**config.mk**
```make
export PLATFORM = sky130hd
export DESIGN_NAME = positional_list_store
export DESIGN_NICKNAME = d
export VERILOG_FILES = /design/src/design/pls_pkg.sv /design/src/design/pls_ram.sv /design/src/design/positional_list_store.sv
export SDC_FILE = /design/constraint.sdc
export NUM_CORES = 1
export LEC_CHECK = 0
export BUFFER_PORTS_ARGS = -buffer_cell sky130_fd_sc_hd__buf_2
export CAP_MARGIN = 20
export CORE_ASPECT_RATIO = 1.1
export CORE_MARGIN = 4
export CORE_UTILIZATION = 56
export CTS_BUF_LIST = sky130_fd_sc_hd__clkbuf_4 sky130_fd_sc_hd__clkbuf_8 sky130_fd_sc_hd__clkbuf_16
export CTS_CLUSTER_DIAMETER = 200
export DETAILED_ROUTE_END_ITERATION = 7
export PLACE_DENSITY_LB_ADDON = 0.25
export SYNTH_ARGS = -nofsm -noshare
export SYNTH_HDL_FRONTEND = slang
export SYNTH_HIERARCHICAL = 1
export SYNTH_SLANG_ARGS = --single-unit
```
**constraint.sdc**
```tcl
create_clock -name clk -period 6.5 [get_ports clk]
set_clock_uncertainty 0.05 [all_clocks]
set_input_delay 0 -clock clk [delete_from_list [all_inputs] [get_ports clk]]
set_output_delay 0 -clock clk [all_outputs]
set_load 0.05 [all_outputs]
```
**src/design/pls_pkg.sv**
```systemverilog
`timescale 1ns / 1ps
// pls_pkg: operation codes, status codes and sequencer states of the list store.
// Used by positional_list_store; depends on nothing.
package pls_pkg;

    localparam int FUNC_W = 3;
    localparam int POS_W  = 5;
    localparam int STAT_W = 3;
    localparam int OUT_W  = 32;

    typedef enum logic [FUNC_W-1:0] {
        F_INS_TAIL = 3'd0,
        F_INS_HEAD = 3'd1,
        F_INS_POS  = 3'd2,
        F_DEL_HEAD = 3'd3,
        F_DEL_TAIL = 3'd4,
        F_DEL_POS  = 3'd5,
        F_SEARCH   = 3'd6,
        F_DUMP     = 3'd7
    } func_t;

    typedef enum logic [STAT_W-1:0] {
        ST_OK        = 3'd0,
        ST_EMPTY     = 3'd1,
        ST_FULL      = 3'd2,
        ST_BAD_POS   = 3'd3,
        ST_NOT_FOUND = 3'd4
    } status_t;

    typedef enum logic [5:0] {
        S_IDLE      = 6'b000001,
        S_SHIFT_INS = 6'b000010,
        S_DEL_GRAB  = 6'b000100,
        S_SHIFT_DEL = 6'b001000,
        S_SCAN      = 6'b010000,
        S_DUMP      = 6'b100000
    } state_t;

endpackage

```
**src/design/pls_ram.sv**
```systemverilog
`timescale 1ns / 1ps
// pls_ram: element storage, one write port and one read port with registered
// read data. Stand-alone; no package needed.
module pls_ram #(
    parameter int DEPTH = 16,
    parameter int WIDTH = 32,
    parameter int AW    = 4
) (
    input  logic             clk,
    input  logic             wr_en,
    input  logic [AW-1:0]    wr_addr,
    input  logic [WIDTH-1:0] wr_data,
    input  logic             rd_en,
    input  logic [AW-1:0]    rd_addr,
    output logic [WIDTH-1:0] rd_data
);

    logic [WIDTH-1:0] mem [DEPTH];
    logic [WIDTH-1:0] rd_data_reg;

    always_ff @(posedge clk)
    begin
        if (wr_en)
        begin
            mem[wr_addr] <= wr_data;
        end
    end

    always_ff @(posedge clk)
    begin
        if (rd_en)
        begin
            rd_data_reg <= mem[rd_addr];
        end
    end

    assign rd_data = rd_data_reg;

endmodule

```
**src/design/positional_list_store.sv**
```systemverilog
`timescale 1ns / 1ps
// positional_list_store: ordered list of signed values with positional insert,
// delete, search and dump. Depends on pls_pkg and pls_ram.
//
//  channel   handshake            payload
//  -------   ------------------   -------------------------------------
//  command   start / busy         func, value, position
//  result    strobe (one cycle)   status, value_out, found_at, last
//
// A command is taken on a clock edge with start high and busy low. Commands
// that fail, and inserts at the tail, answer in the next cycle without going busy.
// Other inserts and deletes, search and dump go busy, and a dump gives one result
// per cycle; every step goes through the single memory read and write port,
// one element per cycle.
// rst_n clears the length and the sequencer; element storage is not cleared.
// Results are shown for one cycle and cannot be held off by the receiver.
module positional_list_store
    import pls_pkg::*;
#(
    parameter int CAPACITY   = 16,
    parameter int VALUE_BITS = 32
) (
    input  logic                     clk,
    input  logic                     rst_n,
    input  logic                     start,
    output logic                     busy,
    input  logic [FUNC_W-1:0]        func,
    input  logic signed [31:0]       value,
    input  logic [POS_W-1:0]         position,
    output logic                     strobe,
    output logic [STAT_W-1:0]        status,
    output logic signed [OUT_W-1:0]  value_out,
    output logic [POS_W-1:0]         found_at,
    output logic                     last
);

    localparam int AW    = $clog2(CAPACITY);
    localparam int LEN_W = $clog2(CAPACITY + 1);
    localparam int CW    = ((LEN_W > POS_W) ? LEN_W : POS_W) + 1;
    localparam logic [CW-1:0] CAP_C = CW'(CAPACITY);

    state_t                  state_reg, state_next;
    logic [LEN_W-1:0]        len_reg, len_next;
    logic [AW-1:0]           w_reg, w_next;
    logic [AW-1:0]           idx_reg, idx_next;
    logic [VALUE_BITS-1:0]   data_reg, data_next;

    logic                    strobe_reg;
    logic [STAT_W-1:0]       status_reg;
    logic signed [OUT_W-1:0] value_out_reg;
    logic [POS_W-1:0]        found_at_reg;
    logic                    last_reg;

    logic                    emit;
    status_t                 e_status;
    logic signed [OUT_W-1:0] e_value;
    logic [POS_W-1:0]        e_found;
    logic                    e_last;

    logic                    wr_en, rd_en;
    logic [AW-1:0]           wr_addr, rd_addr;
    logic [VALUE_BITS-1:0]   wr_data, rd_data;

    logic [VALUE_BITS-1:0]   val_st;
    logic [CW-1:0]           pos_c, len_c, wc;
    logic                    bad_ins, bad_del;
    logic [AW-1:0]           ins_idx, del_idx;
    func_t                   op;

    assign op      = func_t'(func);
    assign val_st  = VALUE_BITS'(value);
    assign pos_c   = CW'(position);
    assign len_c   = CW'(len_reg);
    assign wc      = CW'(w_reg);
    assign bad_ins = (pos_c == '0) || (pos_c > len_c + CW'(1));
    assign bad_del = (pos_c == '0) || (pos_c > len_c);

    always_comb
    begin
        if (op == F_INS_TAIL)
        begin
            ins_idx = AW'(len_reg);
        end
        else if (op == F_INS_HEAD || len_reg == '0)
        begin
            ins_idx = '0;
        end
        else
        begin
            ins_idx = AW'(pos_c - CW'(1));
        end
    end

    always_comb
    begin
        if (op == F_DEL_HEAD)
        begin
            del_idx = '0;
        end
        else if (op == F_DEL_TAIL)
        begin
            del_idx = AW'(len_c - CW'(1));
        end
        else
        begin
            del_idx = AW'(pos_c - CW'(1));
        end
    end

    pls_ram #(
        .DEPTH (CAPACITY),
        .WIDTH (VALUE_BITS),
        .AW    (AW)
    ) u_ram (
        .clk     (clk),
        .wr_en   (wr_en),
        .wr_addr (wr_addr),
        .wr_data (wr_data),
        .rd_en   (rd_en),
        .rd_addr (rd_addr),
        .rd_data (rd_data)
    );

    always_comb
    begin
        state_next = state_reg;
        len_next   = len_reg;
        w_next     = w_reg;
        idx_next   = idx_reg;
        data_next  = data_reg;
        rd_en      = 1'b0;
        rd_addr    = w_reg;
        wr_en      = 1'b0;
        wr_addr    = w_reg;
        wr_data    = rd_data;
        emit       = 1'b0;
        e_status   = ST_OK;
        e_value    = '0;
        e_found    = '0;
        e_last     = 1'b1;

        unique case (state_reg)
            S_IDLE:
            begin
                if (start)
                begin
                    unique case (op)
                        F_INS_TAIL, F_INS_HEAD, F_INS_POS:
                        begin
                            if (len_c >= CAP_C)
                            begin
                                emit     = 1'b1;
                                e_status = ST_FULL;
                            end
                            else if (op == F_INS_POS && len_reg != '0 && bad_ins)
                            begin
                                emit     = 1'b1;
                                e_status = ST_BAD_POS;
                            end
                            else if (CW'(ins_idx) == len_c)
                            begin
                                // nothing to move: write straight at the end
                                wr_en    = 1'b1;
                                wr_addr  = ins_idx;
                                wr_data  = val_st;
                                len_next = len_reg + LEN_W'(1);
                                emit     = 1'b1;
                            end
                            else
                            begin
                                data_next  = val_st;
                                idx_next   = ins_idx;
                                w_next     = AW'(len_reg);
                                rd_en      = 1'b1;
                                rd_addr    = AW'(len_c - CW'(1));
                                state_next = S_SHIFT_INS;
                            end
                        end
                        F_DEL_HEAD, F_DEL_TAIL, F_DEL_POS:
                        begin
                            if (len_reg == '0)
                            begin
                                emit     = 1'b1;
                                e_status = ST_EMPTY;
                            end
                            else if (op == F_DEL_POS && bad_del)
                            begin
                                emit     = 1'b1;
                                e_status = ST_BAD_POS;
                            end
                            else
                            begin
                                idx_next   = del_idx;
                                rd_en      = 1'b1;
                                rd_addr    = del_idx;
                                state_next = S_DEL_GRAB;
                            end
                        end
                        F_SEARCH:
                        begin
                            if (len_reg == '0)
                            begin
                                emit     = 1'b1;
                                e_status = ST_NOT_FOUND;
                            end
                            else
                            begin
                                data_next  = val_st;
                                w_next     = '0;
                                rd_en      = 1'b1;
                                rd_addr    = '0;
                                state_next = S_SCAN;
                            end
                        end
                        F_DUMP:
                        begin
                            if (len_reg == '0)
                            begin
                                emit     = 1'b1;
                                e_status = ST_EMPTY;
                            end
                            else
                            begin
                                w_next     = '0;
                                rd_en      = 1'b1;
                                rd_addr    = '0;
                                state_next = S_DUMP;
                            end
                        end
                    endcase
                end
            end
            S_SHIFT_INS:
            begin
                if (w_reg == idx_reg)
                begin
                    // gap is open: drop the new value in
                    wr_en      = 1'b1;
                    wr_addr    = idx_reg;
                    wr_data    = data_reg;
                    len_next   = len_reg + LEN_W'(1);
                    emit       = 1'b1;
                    state_next = S_IDLE;
                end
                else
                begin
                    // move entry w-1 up to w, fetch the one below it
                    wr_en   = 1'b1;
                    wr_addr = w_reg;
                    wr_data = rd_data;
                    w_next  = w_reg - AW'(1);
                    if (w_reg - AW'(1) != idx_reg)
                    begin
                        rd_en   = 1'b1;
                        rd_addr = w_reg - AW'(2);
                    end
                end
            end
            S_DEL_GRAB:
            begin
                data_next  = rd_data;
                w_next     = idx_reg;
                state_next = S_SHIFT_DEL;
                if (CW'(idx_reg) + CW'(1) < len_c)
                begin
                    rd_en   = 1'b1;
                    rd_addr = idx_reg + AW'(1);
                end
            end
            S_SHIFT_DEL:
            begin
                if (wc + CW'(1) < len_c)
                begin
                    // move entry w+1 down to w, fetch the one after it
                    wr_en   = 1'b1;
                    wr_addr = w_reg;
                    wr_data = rd_data;
                    w_next  = w_reg + AW'(1);
                    if (wc + CW'(2) < len_c)
                    begin
                        rd_en   = 1'b1;
                        rd_addr = w_reg + AW'(2);
                    end
                end
                else
                begin
                    len_next   = len_reg - LEN_W'(1);
                    emit       = 1'b1;
                    e_value    = OUT_W'(signed'(data_reg));
                    state_next = S_IDLE;
                end
            end
            S_SCAN:
            begin
                if (rd_data == data_reg)
                begin
                    emit       = 1'b1;
                    e_found    = POS_W'(wc + CW'(1));
                    state_next = S_IDLE;
                end
                else if (wc + CW'(1) == len_c)
                begin
                    emit       = 1'b1;
                    e_status   = ST_NOT_FOUND;
                    state_next = S_IDLE;
                end
                else
                begin
                    w_next  = w_reg + AW'(1);
                    rd_en   = 1'b1;
                    rd_addr = w_reg + AW'(1);
                end
            end
            S_DUMP:
            begin
                emit    = 1'b1;
                e_value = OUT_W'(signed'(rd_data));
                e_last  = (wc + CW'(1) == len_c);
                if (wc + CW'(1) == len_c)
                begin
                    state_next = S_IDLE;
                end
                else
                begin
                    w_next  = w_reg + AW'(1);
                    rd_en   = 1'b1;
                    rd_addr = w_reg + AW'(1);
                end
            end
            default:
            begin
                state_next = S_IDLE;
            end
        endcase
    end

    always_ff @(posedge clk or negedge rst_n)
    begin
        if (!rst_n)
        begin
            state_reg  <= S_IDLE;
            len_reg    <= '0;
            w_reg      <= '0;
            idx_reg    <= '0;
            strobe_reg <= 1'b0;
        end
        else
        begin
            state_reg  <= state_next;
            len_reg    <= len_next;
            w_reg      <= w_next;
            idx_reg    <= idx_next;
            strobe_reg <= emit;
        end
    end

    always_ff @(posedge clk)
    begin
        data_reg <= data_next;
        if (emit)
        begin
            status_reg    <= e_status;
            value_out_reg <= e_value;
            found_at_reg  <= e_found;
            last_reg      <= e_last;
        end
    end

    assign busy      = (state_reg != S_IDLE);
    assign strobe    = strobe_reg;
    assign status    = status_reg;
    assign value_out = value_out_reg;
    assign found_at  = found_at_reg;
    assign last      = last_reg;

endmodule

```
-- After elaboration in Yosys (flattened, before gate mapping)
Memories as Yosys holds them, arrays and structs flattened. A register that Yosys moved wholly into a read port is not among the register bits.
Index checks and enable logic that the tools add are counted.
- bits in writable memories: 512
- output and inout bits: 43
- bits of input ports: 43
- word-level logic and storage cells: 222
- memories: 1
- register bits: 93
- memories (memory ; words ; width ; read ports ; clocked after memory_dff ; write ports ; RTL line ; text):
    u_ram.mem ; 16 ; 32 ; 1 ; 1 ; 1 ; pls_ram.sv:18 ; logic [WIDTH-1:0] mem [DEPTH];
- $add $sub $neg: 13
- reduce and logical (&&, ||, !) cells: 23
- muxes and demuxes: 127
- order comparisons: 6
- equal/unequal tests: 42
- operator list (kind ; number):
    2-to-1 mux 32 bit ; 12
    case mux 32 bit (2 select lines) ; 4
    2-to-1 mux 4 bit ; 35
    2-to-1 mux 6 bit ; 12
    case mux 4 bit (6 select lines) ; 2
    case mux 6 bit (6 select lines) ; 1
    2-to-1 mux 5 bit ; 7
    2-to-1 mux 1 bit ; 33
    equality test 32 bit ; 1
    inequality test 2 bit (second input constant) ; 13
    case mux 4 bit (2 select lines) ; 3
    case mux 6 bit (4 select lines) ; 1
    AND reduction 8 bit ; 3
    inequality test 3 bit (second input constant) ; 7
    < comparator 5 bit ; 3
    case mux 5 bit (3 select lines) ; 1
    equality test 3 bit (second input constant) ; 4
    2-to-1 mux 3 bit ; 4
    case mux 3 bit (4 select lines) ; 1
    case mux 4 bit (3 select lines) ; 1
    subtractor 4 x 1 -> 4 bit (second input constant) ; 3
    adder 4 x 1 -> 5 bit (second input constant) ; 2
    AND reduction 10 bit ; 1
    case mux 1 bit (3 select lines) ; 3
    43 further kinds ; 54

-- Depth between registers and ports, before layout
- depth in word-level cells: 13
- depth in mapped cells: 18
- gate-level depth less buffers: 15

-- Hierarchy
Netlist, hierarchy kept.
- by module, submodules not included (module ; cells each ; area an instance (sq um) ; sequential area each (sq um) ; times used):
    pls_ram ; 838 ; 20174.3 ; 16335.7 ; 1
    positional_list_store ; 796 ; 7171.9 ; 2693.8 ; 1

-- Worst setup path after synthesis
No wires, ideal clock.
- kind: flip-flop to flip-flop
- from: register len_reg[0]
- to: memory u_ram.mem[0][0], enable pin
- cell stages (with the launch flop): 15
- slack: 0.345 ns
- buffers on the path: 2
- setup time: 0.461 ns
- clock period less this slack: 6.155 ns
- data required time: 5.989 ns
- arrival time: 5.644 ns
- cell sequence: dfrtp_1 clkbuf_1 inv_1 ha_1 inv_1 ha_1 nor2b_1 o31ai_1 a31o_2 o21ai_1 nor4_4 clkbuf_1 a21oi_1 or3b_2 nor3_1
- elaborated cells between the ends (all ways): 28
- classes of those cells: add/sub: 1; order compare: 3; eq/ne: 1; mux: 17; reduce/logical: 6
- RTL lines (element ; RTL line ; text):
    start: declaration ; positional_list_store.sv:43 ; logic [LEN_W-1:0] len_reg, len_next;
    start signal: assignment ; positional_list_store.sv:350 ; len_reg <= len_next;
    parallel branches: the longest is 7 deep, another holds adder 5 x 1 -> 6 bit ; -- ;
    2-to-1 mux 4 bit * ; positional_list_store.sv:150 ; if (len_c >= CAP_C)
    2-to-1 mux 4 bit * ; positional_list_store.sv:147 ; unique case (op)
    2-to-1 mux 4 bit * ; positional_list_store.sv:145 ; if (start)
    case mux 4 bit (2 select lines) * ; positional_list_store.sv:142 ; unique case (state_reg)
    via wr_addr[2] ; positional_list_store.sv:61 ; logic [AW-1:0] wr_addr, rd_addr;
    end: declaration ; pls_ram.sv:18 ;
Mark *: on every way through the listed nets, which the timed path passes.

-- Final worst setup path
- from: register len_reg[0]
- to: memory u_ram.mem[9][0], enable pin
Same word-level chain as after synthesis.

==> impl_metrics.csv <==
group,metric,value,unit
layout,drive_gt1_share,22.4,%
clock_tree,clk_latency,0.63,ns
placed_design,routabilityCongestion,0.908,
global_routing,grt_max_degree,42,
global_routing,grt_pass1_wl,105000,µm
timing,rsz0062_at_grt,"no",
timing,tns,0,ns
setup_path,worstPathMaxFanout,41,
timing,min_period,5.85,ns
die,core,48000,µm²
global_routing,grt-ovfl-total,0,
logic_synthesis,ys_types,79,
logic_synthesis,yosys_warnings,6,
timing,final.period_utilization,90.0,%
logic_synthesis,yosys.cell_count.top_type,"edfxtp_1",
timing,finalMaxSlewViolations,0,
logic_synthesis,synth_cells,1634,
setup_path,startpoint_type,"flop",
logic_synthesis,yosysTopAreaCellShare,67.8,%
pwr,cellPowerDensity,535,nW/µm²
setup_path,cp.required,6.76,ns
layout,final_area,31300,µm²
drt,postRouteAntennaNets,0,
die,io_pins,86,
drt,vias,16192,
placed_design,hpwl,42500,µm
drt,route.detailed.drc,0,
pwr,ir_worst_vdd,0.465,mV
logic_synthesis,synth_commonest_cells,"617 x edfxtp_1, 171 x nand2_1, 128 x mux4_2",
die,die-area,52400,µm²
timing,slew_headroom,22.8,%
setup_path,cp.arrival,6.11,ns
setup_path,worst-setup-path-type,"flop to flop",
clock_tree,clk_pin_slew,0.06,ns
die,initial_core_util,56.9,%
global_routing,grt_use_total,27.1,%
clock_tree,post-cts-setup-buffers,0,
clock_tree,cts.repair.resized,0,
logic_synthesis,syn_area,27300,µm²
drt,via_per_inst,6.58,
timing,worstMarginPinSlew,1.15,ns
drt,wire_per_inst,28.8,µm
placed_design,dpl-instance-area,28800,µm²
hold_path,hold_class,"input pin to flop",
logic_synthesis,synth_edf_count,617,
pwr,p_int,10700,µW
setup_path,setup.worst_path.end_class,"flop",
logic_synthesis,async_flop_share,3.14,%
timing,hold_viol,0,
logic_synthesis,ys_top_cells_by_area,"edfxtp_1 68%, mux4_2 11%, nand2_1 2.3%, a22oi_1 1.9%, dfrtp_1 1.7%",
pwr,swShare,36.3,%
die,fp.dieW,219,µm
clock_tree,cts_max_level,2,
logic_synthesis,avgSynthCellArea,16.7,µm²
layout,largest_register,"u_ram/mem",
pwr,seq_power_share,35.0,%
job,drv_cap,0,
drt,wl,70800,µm
layout,nFillCells,3313,
logic_synthesis,ys_ff_latch,637,
pwr,p_sw,6070,µW
clock_tree,cts.sinks,637,
timing,fmax,171,MHz
clock_tree,tritoncts,"done",
logic_synthesis,synth.net_count,1716,
layout,final_nets,1854,
pwr,p_comb_share,43.3,%
timing,holdWs,0.0965,ns
global_routing,first_global_vias,16154,
drt,drtIter0Drc,2001,
status,status,"complete, no violations",
drt,drtPass1Iterations,8,
die,die_h,240,µm
timing,setup_viol,0,
logic_synthesis,post-synth-top-area-cell,"edfxtp_1",
clock_tree,holdBufCountCts,41,
pwr,p_leak,0.0107,µW
pwr,p_clk_share,21.6,%
global_routing,grt_antenna_before_repair,1,
logic_synthesis,ys_seq_area_share,69.6,%
clock_tree,cts_inserted_buffers,60,
clock_tree,cts-root-buf,"clkbuf_16",
die,rows,84,
layout,area_delta_synth_final,14.4,%
layout,finish.utilization,65.1,%
clock_tree,clockBufferDepth,3,
placed_design,port_buffers,85,
logic_synthesis,ys.flop_type,"edfxtp_1",
layout,largest_reg_flops,512,
-- cell families after synthesis --
family / Yosys count / share of synthesized area (%)
AOI/OAI and AO/OA: 270 / 7.50
xor gates and xnor gates: 57 / 1.88
adders and majority gates: 39 / 1.81
buffers and inverters: 150 / 2.32
DFF: 637 / 69.6
muxes: 139 / 11.0
and+or+nand+nor: 342 / 5.95
-- critical path: stages (launching register included) --
cell      delay (ns)
dfrtp_1         0.62
inv_1           0.32
ha_1            0.39
inv_1           0.08
ha_1            0.29
nor2b_1         0.14
o31ai_1         0.30
a31o_2          0.23
o21ai_1         0.20
nor4_4          0.24
buf_4           0.58
nand2_1         0.09
o21ai_0         0.38
nand2b_1        0.43
nor2_4          0.82
buf_4           0.35
-- power groups by stage --
stage | combinational [µW] | clock [µW] | sequential, µW
detailed placement | 7160 | 0 | 5940
finish | 7240 | 3620 | 5860
global placement | 7070 | 0 | 5920
CTS | 7230 | 3660 | 5850
global route | 7780 | 3850 | 5890
floorplan | 5210 | 0 | 5910
-- layout make-up --
type / instances / area [µm²] / area share [%]
multi-input cells: 847 / 7880 / 25.2
well taps: 645 / 807 / 2.58
repair buffers: 171 / 1320 / 4.23
diodes: 1 / 2.50 / 0.00800
clock inverters: 32 / 413 / 1.32
inverters: 55 / 206 / 0.660
flip-flops and latches: 637 / 19000 / 60.8
clock buffers: 73 / 1620 / 5.17
-- through the flow --
stage               total power (µW)  instances  worst slack, ns
global route                   17500       2460            0.338
floorplan                      11100       1634            0.345
CTS                            16700       2459            0.704
global placement               13000       2311            0.870
detailed placement             13100       2313            0.700
finish                         16700       2461            0.648
-- worst paths after layout --
check                              from               to  slack, ns  cells after the start
hold reg to reg            data_reg[25]    value_out[25]       0.55                      1
min in group asynchronous         rst_n     state_reg[0]       0.42                      3
max in group asynchronous         rst_n           strobe       4.97                      5
setup reg to reg             len_reg[0]  u_ram/mem[9][0]       0.65                     15
setup / recovery             len_reg[0]  u_ram/mem[9][0]       0.65                     15
hold / removal              position[1]       idx_reg[1]        0.1                      6
-- per-layer routing --
metal	global-route usage (%)	up-vias	share of wire [%]
met2	45.2	861	50
met5	0	-	0
met1	37.2	8326	38
met4	8.52	0	3.4
li1	-	6847	-
met3	4.78	158	8.6
-- cell usage in the layout, fill, tap and decap left out, types with 39 or more instances in the layout --
| cell | netlist | final |
|---|---|---|
| buf_2 | 12 | 85 |
| a22oi_1 | 69 | 69 |
| a21oi_1 | 41 | 39 |
| clkbuf_16 | 0 | 60 |
| xor2_1 | 44 | 44 |
| edfxtp_1 | 617 | 617 |
| inv_1 | 53 | 53 |
| dlygate4sd3_1 | 0 | 41 |
| nand2_1 | 171 | 171 |
| mux4_2 | 128 | 128 |
(Power assumes the default switching activity.)
